`src/hw/rtl/hsfc_pkg.sv`:
```
`timescale 1ns / 1ps
// Package for the humidity sensor frame checker: constants, result type,
// the frame position enum and the CRC-8 and divide-by-65535 helpers.
// No dependencies.
package hsfc_pkg;

  // crc-8 as used by the sensor: polynomial 0x31, seed 0xff
  localparam logic [7:0] CrcPoly = 8'h31;
  localparam logic [7:0] CrcInit = 8'hFF;

  // error limit after reset
  localparam logic [7:0] LimitReset = 8'd50;
  localparam logic [7:0] ErrMax     = 8'd255;

  // conversion scales, all in hundredths
  localparam logic [14:0] TempScale  = 15'd17500;
  localparam logic [14:0] TempOffset = 15'd4500;
  localparam logic [13:0] HumiScale  = 14'd10000;
  localparam logic [13:0] HumiMax    = 14'd10000;

  // item kinds on the input tuser bit
  localparam logic OpByte  = 1'b0;
  localparam logic OpFault = 1'b1;

  // frame status codes
  localparam logic StatusGood = 1'b0;
  localparam logic StatusBad  = 1'b1;

  // position of the next byte within the six byte frame
  typedef enum logic [2:0] {
    PosTempMsb = 3'd0,
    PosTempLsb = 3'd1,
    PosTempCrc = 3'd2,
    PosHumiMsb = 3'd3,
    PosHumiLsb = 3'd4,
    PosHumiCrc = 3'd5
  } hsfc_pos_e;

  // one result item
  typedef struct packed {
    logic              status;
    logic [15:0]       temp_sample;
    logic [15:0]       humi_sample;
    logic signed [14:0] temp_centi;
    logic [13:0]       humi_centi;
    logic [7:0]        error_count;
  } hsfc_result_t;

  // one byte through the crc, msb first, all eight shifts unrolled
  function automatic logic [7:0] crc8_feed(input logic [7:0] crc, input logic [7:0] data);
    logic [7:0] c;
    c = crc ^ data;
    for (int i = 0; i < 8; i++) begin
      if (c[7]) begin
        c = {c[6:0], 1'b0} ^ CrcPoly;
      end else begin
        c = {c[6:0], 1'b0};
      end
    end
    return c;
  endfunction

  // floor(x / 65535) for x below 2^31: (x + (x >> 16) + 1) >> 16
  function automatic logic [15:0] div65535(input logic [31:0] x);
    logic [32:0] s;
    s = {1'b0, x} + {17'b0, x[31:16]} + 33'd1;
    return s[31:16];
  endfunction

endpackage

```
`src/hw/rtl/hsfc_conv.sv`:
```
`timescale 1ns / 1ps
// Unit conversion of the raw temperature and humidity words into
// hundredths of a degree and of a percent. Uses hsfc_pkg.
module hsfc_conv
  import hsfc_pkg::*;
(
  input  logic [15:0]        temp_word_i,
  input  logic [15:0]        humi_word_i,
  output logic signed [14:0] temp_centi_o,
  output logic [13:0]        humi_centi_o
);

  logic [31:0] temp_prod;
  logic [31:0] humi_prod;
  logic [15:0] temp_quot;
  logic [15:0] humi_quot;
  logic [14:0] temp_diff;

  // scale, then divide by full scale through the reciprocal trick
  assign temp_prod = {16'b0, temp_word_i} * {17'b0, TempScale};
  assign humi_prod = {16'b0, humi_word_i} * {18'b0, HumiScale};
  assign temp_quot = div65535(temp_prod);
  assign humi_quot = div65535(humi_prod);

  // temperature offset, two's complement wrap into 15 bits
  assign temp_diff    = temp_quot[14:0] - TempOffset;
  assign temp_centi_o = signed'(temp_diff);

  // humidity clamp to full scale
  assign humi_centi_o = (humi_quot > {2'b0, HumiMax}) ? HumiMax : humi_quot[13:0];

endmodule

```
`src/hw/rtl/hsfc_frame.sv`:
```
`timescale 1ns / 1ps
// Frame tracker: byte position, running crc, assembled words and the
// error counter; builds the result on the sixth byte. Uses hsfc_pkg, hsfc_conv.
module hsfc_frame
  import hsfc_pkg::*;
(
  input  logic         clk_i,
  input  logic         rst_ni,
  input  logic         proc_en_i,
  input  logic         op_i,
  input  logic [7:0]   byte_i,
  input  logic [7:0]   error_limit_i,
  output logic         res_valid_o,
  output hsfc_result_t res_o
);

  hsfc_pos_e   pos_q, pos_d, pos_cur;
  logic [7:0]  crc_q, crc_d, crc_cur;
  logic [15:0] temp_word_q, temp_word_d;
  logic [15:0] humi_word_q, humi_word_d;
  logic        temp_good_q, temp_good_d;
  logic [7:0]  errs_q, errs_d, errs_cur, errs_inc;
  logic        limit_hit;
  logic        humi_good;
  logic        frame_good;

  logic signed [14:0] temp_centi;
  logic [13:0]        humi_centi;

  hsfc_conv u_conv (
    .temp_word_i  (temp_word_q),
    .humi_word_i  (humi_word_q),
    .temp_centi_o (temp_centi),
    .humi_centi_o (humi_centi)
  );

  // counter clear at the limit, checked before the item is used
  assign limit_hit = (errs_q >= error_limit_i);
  assign errs_cur  = limit_hit ? 8'd0 : errs_q;
  assign crc_cur   = limit_hit ? CrcInit : crc_q;
  assign errs_inc  = (errs_cur == ErrMax) ? ErrMax : errs_cur + 8'd1;
  assign humi_good = (crc_cur == byte_i);
  assign frame_good = temp_good_q && humi_good;

  // stray positions count as the first byte
  always_comb begin
    if (limit_hit || (pos_q > PosHumiCrc)) begin
      pos_cur = PosTempMsb;
    end else begin
      pos_cur = pos_q;
    end
  end

  // next state and result
  always_comb begin
    pos_d       = pos_q;
    crc_d       = crc_q;
    temp_word_d = temp_word_q;
    humi_word_d = humi_word_q;
    temp_good_d = temp_good_q;
    errs_d      = errs_q;
    res_valid_o = 1'b0;

    res_o.status      = frame_good ? StatusGood : StatusBad;
    res_o.temp_sample = temp_word_q;
    res_o.humi_sample = humi_word_q;
    res_o.temp_centi  = temp_centi;
    res_o.humi_centi  = humi_centi;
    res_o.error_count = frame_good ? 8'd0 : errs_inc;

    if (proc_en_i) begin
      errs_d = errs_cur;
      crc_d  = crc_cur;
      pos_d  = pos_cur;
      if (op_i == OpFault) begin
        errs_d = errs_inc;
        pos_d  = PosTempMsb;
        crc_d  = CrcInit;
      end else begin
        unique case (pos_cur)
          PosTempMsb: begin
            temp_word_d = {byte_i, 8'h00};
            crc_d       = crc8_feed(CrcInit, byte_i);
            pos_d       = PosTempLsb;
          end
          PosTempLsb: begin
            temp_word_d = {temp_word_q[15:8], byte_i};
            crc_d       = crc8_feed(crc_cur, byte_i);
            pos_d       = PosTempCrc;
          end
          PosTempCrc: begin
            temp_good_d = (crc_cur == byte_i);
            crc_d       = CrcInit;
            pos_d       = PosHumiMsb;
          end
          PosHumiMsb: begin
            humi_word_d = {byte_i, 8'h00};
            crc_d       = crc8_feed(CrcInit, byte_i);
            pos_d       = PosHumiLsb;
          end
          PosHumiLsb: begin
            humi_word_d = {humi_word_q[15:8], byte_i};
            crc_d       = crc8_feed(crc_cur, byte_i);
            pos_d       = PosHumiCrc;
          end
          PosHumiCrc: begin
            crc_d       = CrcInit;
            pos_d       = PosTempMsb;
            errs_d      = frame_good ? 8'd0 : errs_inc;
            res_valid_o = 1'b1;
          end
          default: begin
            pos_d = PosTempMsb;
          end
        endcase
      end
    end
  end

  // state registers
  always_ff @(posedge clk_i or negedge rst_ni) begin
    if (!rst_ni) begin
      pos_q       <= PosTempMsb;
      crc_q       <= CrcInit;
      temp_word_q <= 16'h0000;
      humi_word_q <= 16'h0000;
      temp_good_q <= 1'b0;
      errs_q      <= 8'd0;
    end else begin
      pos_q       <= pos_d;
      crc_q       <= crc_d;
      temp_word_q <= temp_word_d;
      humi_word_q <= humi_word_d;
      temp_good_q <= temp_good_d;
      errs_q      <= errs_d;
    end
  end

endmodule

```
`config.mk`:
```
export PLATFORM = sky130hd
export DESIGN_NAME = hsfc_frame
export DESIGN_NICKNAME = d
export VERILOG_FILES = /design/src/hw/rtl/hsfc_pkg.sv /design/src/hw/rtl/hsfc_conv.sv /design/src/hw/rtl/hsfc_frame.sv
export SDC_FILE = /design/constraint.sdc
export NUM_CORES = 1
export LEC_CHECK = 0
export CORE_MARGIN = 3
export CORE_UTILIZATION = 65
export CTS_CLUSTER_DIAMETER = 30
export CTS_CLUSTER_SIZE = 10
export DETAILED_ROUTE_END_ITERATION = 6
export DONT_BUFFER_PORTS = 1
export PLACE_DENSITY = 0.81
export SLEW_MARGIN = 30
export SYNTH_ARGS = -nofsm -noshare
export SYNTH_HDL_FRONTEND = slang
export SYNTH_SLANG_ARGS = --single-unit
```
`constraint.sdc`:
```
create_clock -name clk_i -period 26.2 [get_ports clk_i]
set_input_delay 2.62 -clock clk_i [delete_from_list [all_inputs] [get_ports clk_i]]
set_output_delay 2.62 -clock clk_i [all_outputs]
set_load 0.005 [all_outputs]
```
==> results of run 1 <==
worst reg2reg max path: stages (launching register included):
cell and delay [ps]:
dfrtp_1 410, inv_1 110, ha_1 230, nand2b_1 140
a21o_1 170, a21o_1 170, a21o_1 160, a21o_1 170
a21o_1 170, a21o_1 240, a21o_1 480, nor2_1 330
ha_1 270, nand4_1 110, nor4_1 560, nor2_1 160
o211ai_1 220
layout make-up:
cell class / instances / share of cell area
Inverter: 268 / 0.08208
Clock buffer: 6 / 0.01133
Clock inverter: 2 / 0.0008167
Multi-Input combinational cell: 1108 / 0.7748
Tap cell: 229 / 0.02338
Timing Repair Buffer: 1 / 0.0006126
Sequential cell: 52 / 0.1070
worst min path at each step:
stage	end	slack, ps	depth (start not counted)
after floorplan	errs_q[1]	510	2
after global placement	crc_q[2]	520	2
after detailed placement	crc_q[2]	530	2
after CTS	crc_q[2]	540	2
after global routing	crc_q[7]	570	2
final	crc_q[2]	540	2
logic make-up after synthesis:
kind of cell               share of synthesized area
AOI/OAI and AO/OA                             0.2023
muxes                                       0.006162
DFF                                           0.1095
xor gates and xnor gates                     0.07865
adders and majority gates                     0.3464
and+or+nand+nor                               0.1581
buffers and inverters                        0.09891
metal layers:
layer | track usage | up-vias | share of wire | wire (um)
met5 | 0 | - | 0 | 0
met4 | 0.07020 | 0 | 0.026 | 748
met3 | 0.04078 | 59 | 0.069 | 1980
met2 | 0.4730 | 375 | 0.47 | 13490
met1 | 0.3973 | 4994 | 0.44 | 12500
li1 | - | 5027 | - | -
cell usage in the layout (no fill, tap or decap), drive strengths merged, types with 8 or more instances in the layout:
| cell | instances |
|---|---|
| inv | 268 |
| ha | 202 |
| nand2 | 87 |
| nor2 | 87 |
| fa | 81 |
| o21ai | 72 |
| xnor2 | 70 |
| a21oi | 69 |
| dfrtp | 44 |
| nand3 | 39 |
| a21o | 35 |
| xor2 | 34 |
| nor3 | 31 |
| nand4 | 19 |
| o31ai | 17 |
| o21a | 16 |
| o211ai | 16 |
| a211oi | 16 |
| or3 | 15 |
| and2 | 14 |
| o21bai | 13 |
| nor4 | 13 |
| and3 | 12 |
| nand2b | 10 |
| or2 | 10 |
| a31oi | 8 |
| a22o | 8 |
| dfstp | 8 |
per-stage QoR:
step / instances / hold slack (ps)
global placement: 1658 / 520.4
CTS: 1666 / 536.9
detailed placement: 1658 / 526.2
floorplan: 1471 / 510.2
finish: 1666 / 537.0
global route: 1666 / 569.6
registers in the layout (all words and copies together), names as in the netlist:
| name | cells |
|---|---|
| temp_good_q | 1 |
| pos_q | 3 |
| crc_q | 8 |
| temp_word_q | 16 |
| humi_word_q | 16 |
| errs_q | 8 |
==> reports/metrics.cfg, run 1 <==
[synthesis]
synth.most_common_cell=inv_1
ys_types=95
synth-edff-count=0
ys_seq_elements=52
netlist_instances=1471
synthTopCellsByCount=inv_1 (267), ha_1 (202), nand2_1 (87)
synth.area.top_cells=ha_1 (21%), fa_1 (14%), dfrtp_1 (9.2%)
ys_warn_count=0
avgSynthCellArea_um2=8.143
synthArstFlopShare=1.000
synth_top_area_share=0.2110
syn_nets=1774
synth_area_um2=11980
ys_seq_area_frac=0.1095
synth_top_area_cell=ha_1
synth-main-ff-cell=dfrtp_1

[layout]
fin_util=0.6799
regArea_um2=1311
diodes=0
multi_input_area_um2=9495
finalNetCount=1739
final_area_um2=12260
num-fill-cells=1509
syn_to_final_growth_pct=2.308
final_layout_size_suffix_gt1_frac=0.04245

[floorplan]
rows=49
boundaryPins=91
dieArea_um2=20090
dieWidth_um=141.8
die_h_um=141.8
core_area_um2=18020
start_util=0.6646

[critical_path]
path_delay_family=compound AO/OA/AOI/OAI gates
critPathBufInv=4
slowest_stage=dfrtp_1
cp.required_ps=23580
cp-startpoint=temp_word_q[4]
worst-path-max-fanout=7
critical_path_class=reg -> out
cp.depth=35
reg2reg_depth=16
cp-end-kind=primary output
reg2reg_to=errs_q[4]
endpoint=res_o[36]
reg2reg_slack_ps=22030
arrival_ps=9270
rr_startpoint=errs_q[0]
max_stage_delay_ps=550
worstSetupStartpointType=flip-flop

[timing]
fmax_ghz=0.08413
worst_slew_pin_slew_ps=950.6
tns_ps=0
min_period_ps=11890
skew_ps=4.345
finalCritPeriodShare=0.4537
slew_headroom=0.3614
finalSetupViolCount=0
rsz0062_at_grt=no
finalHoldViolCount=0
slew_viol_final=0
setup_slack_ps=14310

[route]
firstDrtPassIters=6
ant_nets=0
via_count=10460
wl_per_cell_um=17.24
drt_iter0_drc=673
routed_wl_mm=28.72
routed_via_density=6.276
drc_errors=0

[clock_network]
cts_setup_buffers=0
clkTransAtPathRegs_ps=70
cts_tree=yes
cts-htree-levels=2
cts-resized-gates=0
cts_buffers=5
cts_max_path_buffers=2
insertion_delay_ps=290
cts-root-buf=clkbuf_16
holdBufCountCts=0
clock_sinks=52

[global_route]
antenna_found_initial=0
grt_pass1_vias=9981
grt_overflow=0
grt_max_degree=53
grt_pass1_wl_mm=48.06
grt_usage=0.2860

[run_status]
status=finished, final reports clean

[min_path]
hp-class=reg -> reg
min_from=crc_q[2]

[place]
place_area_um2=12090
gp_congestion=0.9679
place_ws_ps=14780
place_hpwl_mm=23.84
io_buffers=0

[job]
max_cap_violations=0

Power of run 1 is not shown: default switching activity piles up to over one toggle a cycle in this logic, so the estimate is an artifact.
==> run 2, diff against run 1 <==
--- a/config.mk
+++ b/config.mk
@@ -6,12 +6,12 @@
 export NUM_CORES = 1
 export LEC_CHECK = 0
 export CORE_MARGIN = 3
-export CORE_UTILIZATION = 65
+export CORE_UTILIZATION = 61
 export CTS_CLUSTER_DIAMETER = 30
 export CTS_CLUSTER_SIZE = 10
 export DETAILED_ROUTE_END_ITERATION = 6
 export DONT_BUFFER_PORTS = 1
-export PLACE_DENSITY = 0.81
+export PLACE_DENSITY = 0.8
 export SLEW_MARGIN = 30
 export SYNTH_ARGS = -nofsm -noshare
 export SYNTH_HDL_FRONTEND = slang
==> constraint.sdc (replaced) <==
create_clock -name clk_i -period 10.35 [get_ports clk_i]
set_input_delay 1.035 -clock clk_i [delete_from_list [all_inputs] [get_ports clk_i]]
set_output_delay 1.035 -clock clk_i [all_outputs]
set_load 0.005 [all_outputs]
==> run 2 against run 1 <==
First-iteration DRC count is 5.2% higher; clock-buffer cell count decreased by 1; die area increased by 6.3%; the flow now finishes with violations (design-rule violations); worst setup slack got worse by 14000 ps; critical path depth decreased by 1.
==> reports/metrics.cfg, run 2 (same netlist as run 1, synthesis figures left out) <==
[route]
ant_nets=0  ; unchanged
routed_wl_mm=29.02  ; +1.1%
firstDrtPassIters=7  ; +1
drt_iter0_drc=708  ; +5.2%
wl_per_cell_um=17.01  ; -1.3%
via_count=10480  ; +0.19%
drc_errors=1  ; +1
routed_via_density=6.140  ; -2.2%

[critical_path]
rr_startpoint=errs_q[0]
reg2reg_slack_ps=6130  ; -15900 ps
slowest_stage=fa_1
cp-end-kind=primary output
critical_path_class=reg -> out
worst-path-max-fanout=7  ; unchanged
critPathBufInv=6  ; +2
max_stage_delay_ps=510  ; -40 ps
worstSetupStartpointType=flip-flop
worst_path_most_repeated_cell=inv_1
arrival_ps=8890  ; -380 ps
cp.required_ps=9320  ; -14260 ps
path_delay_family=compound AO/OA/AOI/OAI gates
reg2reg_depth=17  ; +1
reg2reg_to=errs_q[5]

[floorplan]
die_h_um=146.1  ; +3.1%
core_area_um2=19020  ; +5.5%
start_util=0.6299  ; -0.03472
rows=50  ; +2.0%
dieArea_um2=21360  ; +6.3%
boundaryPins=91  ; unchanged
dieWidth_um=146.1  ; +3.1%

[timing]
skew_ps=6.832  ; +2.487 ps
finalHoldViolCount=0  ; unchanged
finalCritPeriodShare=0.9585
finalSetupViolCount=0  ; unchanged
slew_headroom=0.3591  ; -0.002323
fmax_ghz=0.1008
worst_slew_pin_slew_ps=954.0  ; +3.458 ps
slew_viol_final=0  ; unchanged
min_period_ps=9920
worst_hold_slack_ps=432.1  ; -104.8 ps

[place]
io_buffers=0  ; unchanged
gp_congestion=0.9308  ; -3.8%
place_hpwl_mm=23.82  ; about the same

[clock_network]
clkTransAtPathRegs_ps=70  ; about the same
cts_tree=yes
insertion_delay_ps=290  ; about the same
holdBufCountCts=0  ; unchanged
cts-htree-levels=2  ; unchanged
clock_sinks=52  ; unchanged
cts_max_path_buffers=2  ; unchanged
cts_buffers=5  ; unchanged
cts-root-buf=clkbuf_16

[global_route]
grt.busiest_layer=met2
grt_max_degree=53  ; unchanged
use_met3=0.02638  ; -0.01440
grt_usage=0.2627  ; -0.02330
grt_pass1_vias=9961  ; -0.20%
antenna_found_initial=0  ; unchanged
grt_overflow=0  ; unchanged
grt_util_met1=0.3554  ; -0.04198
grtUsageMet2=0.4661  ; -0.006960
grt_pass1_wl_mm=47.89  ; -0.35%

[layout]
finalNetCount=1748  ; +0.52%
top_regs=humi_word_q (16), temp_word_q (16)
syn_to_final_growth_pct=4.021
final_layout_size_suffix_gt1_frac=0.06017  ; +0.01772
final_cell_mix=inv_1 (267), ha_1 (202), nand2_1 (87)
num-fill-cells=1674  ; +11%
layout.cells.most_common=inv_1
diodes=0  ; unchanged

[min_path]
hp-class=in -> async

[job]
max_cap_violations=0  ; unchanged

[run_status]
violations=design-rule violations
status=finished with violations

==> run 2: layer usage <==
| metal | vias up | part of all wire |
|---|---|---|
| met1 | 5077 | 0.43 |
| met4 | 0 | 0.014 |
| met2 | 330 | 0.50 |
| met3 | 38 | 0.057 |
| met5 | - | 0 |
| li1 | 5030 | - |
==> run 2: final cells by class <==
cell class,count,area (um2),share of cell area
sequential,52,1313,0.1053
multi-input combinational,1108,9589,0.7696
tap,260,325.3,0.02611
timing repair buffer,10,75.07,0.006025
inverter,268,1006,0.08073
clock buffer,5,125.1,0.01004
clock inverter,3,27.53,0.002209
==> run 2: repair_timing <==
action                     4_1_cts  5_1_grt
resized for setup                0       19
setup endpoints to repair        0       16
setup buffers                    0        4
==> run 2: worst max-delay path by stage <==
stage / slack [ps] / end / cells after the start / from
2_1_floorplan: 1450 / res_o[36] / 33 / temp_word_q[10]
3_3_place_gp: 810 / res_o[15] / 33 / humi_word_q[4]
3_5_place_dp: 600 / res_o[36] / 34 / temp_word_q[13]
4_1_cts: 280 / res_o[36] / 34 / temp_word_q[13]
5_1_grt: -40 / res_o[36] / 35 / temp_word_q[3]
6_report: 430 / res_o[36] / 34 / temp_word_q[13]
==> run 2: stage by stage <==
step           cell area, um2  setup WS (ps)  setup TNS, ps  utilization  instances
6_report                12460          429.5              0       0.6552       1706
5_1_grt                 12460         -39.45         -39.45       0.6552       1706
4_1_cts                 12320          284.3              0       0.6480       1702
3_5_place_dp            12170          597.4              0       0.6399       1694
3_3_place_gp            12170          805.9              0       0.6399       1694
2_1_floorplan           11980           1448              0            -       1471
==> run 2: worst reg2reg max path, cell delays in order, from the launching register on <==
cell      delay, ps
dfrtp_1         400
inv_1           110
ha_1            230
nand2b_1        140
a21o_1          170
a21o_1          160
a21o_1          180
a21o_1          170
a21o_1          170
a21o_1          240
a21o_1          470
nor2_1          340
ha_1            270
nand4_1         110
nor4_1          570
a21o_1          150
o21ai_0          90
o311ai_0        120
Power of run 2 is left out for the same reason.
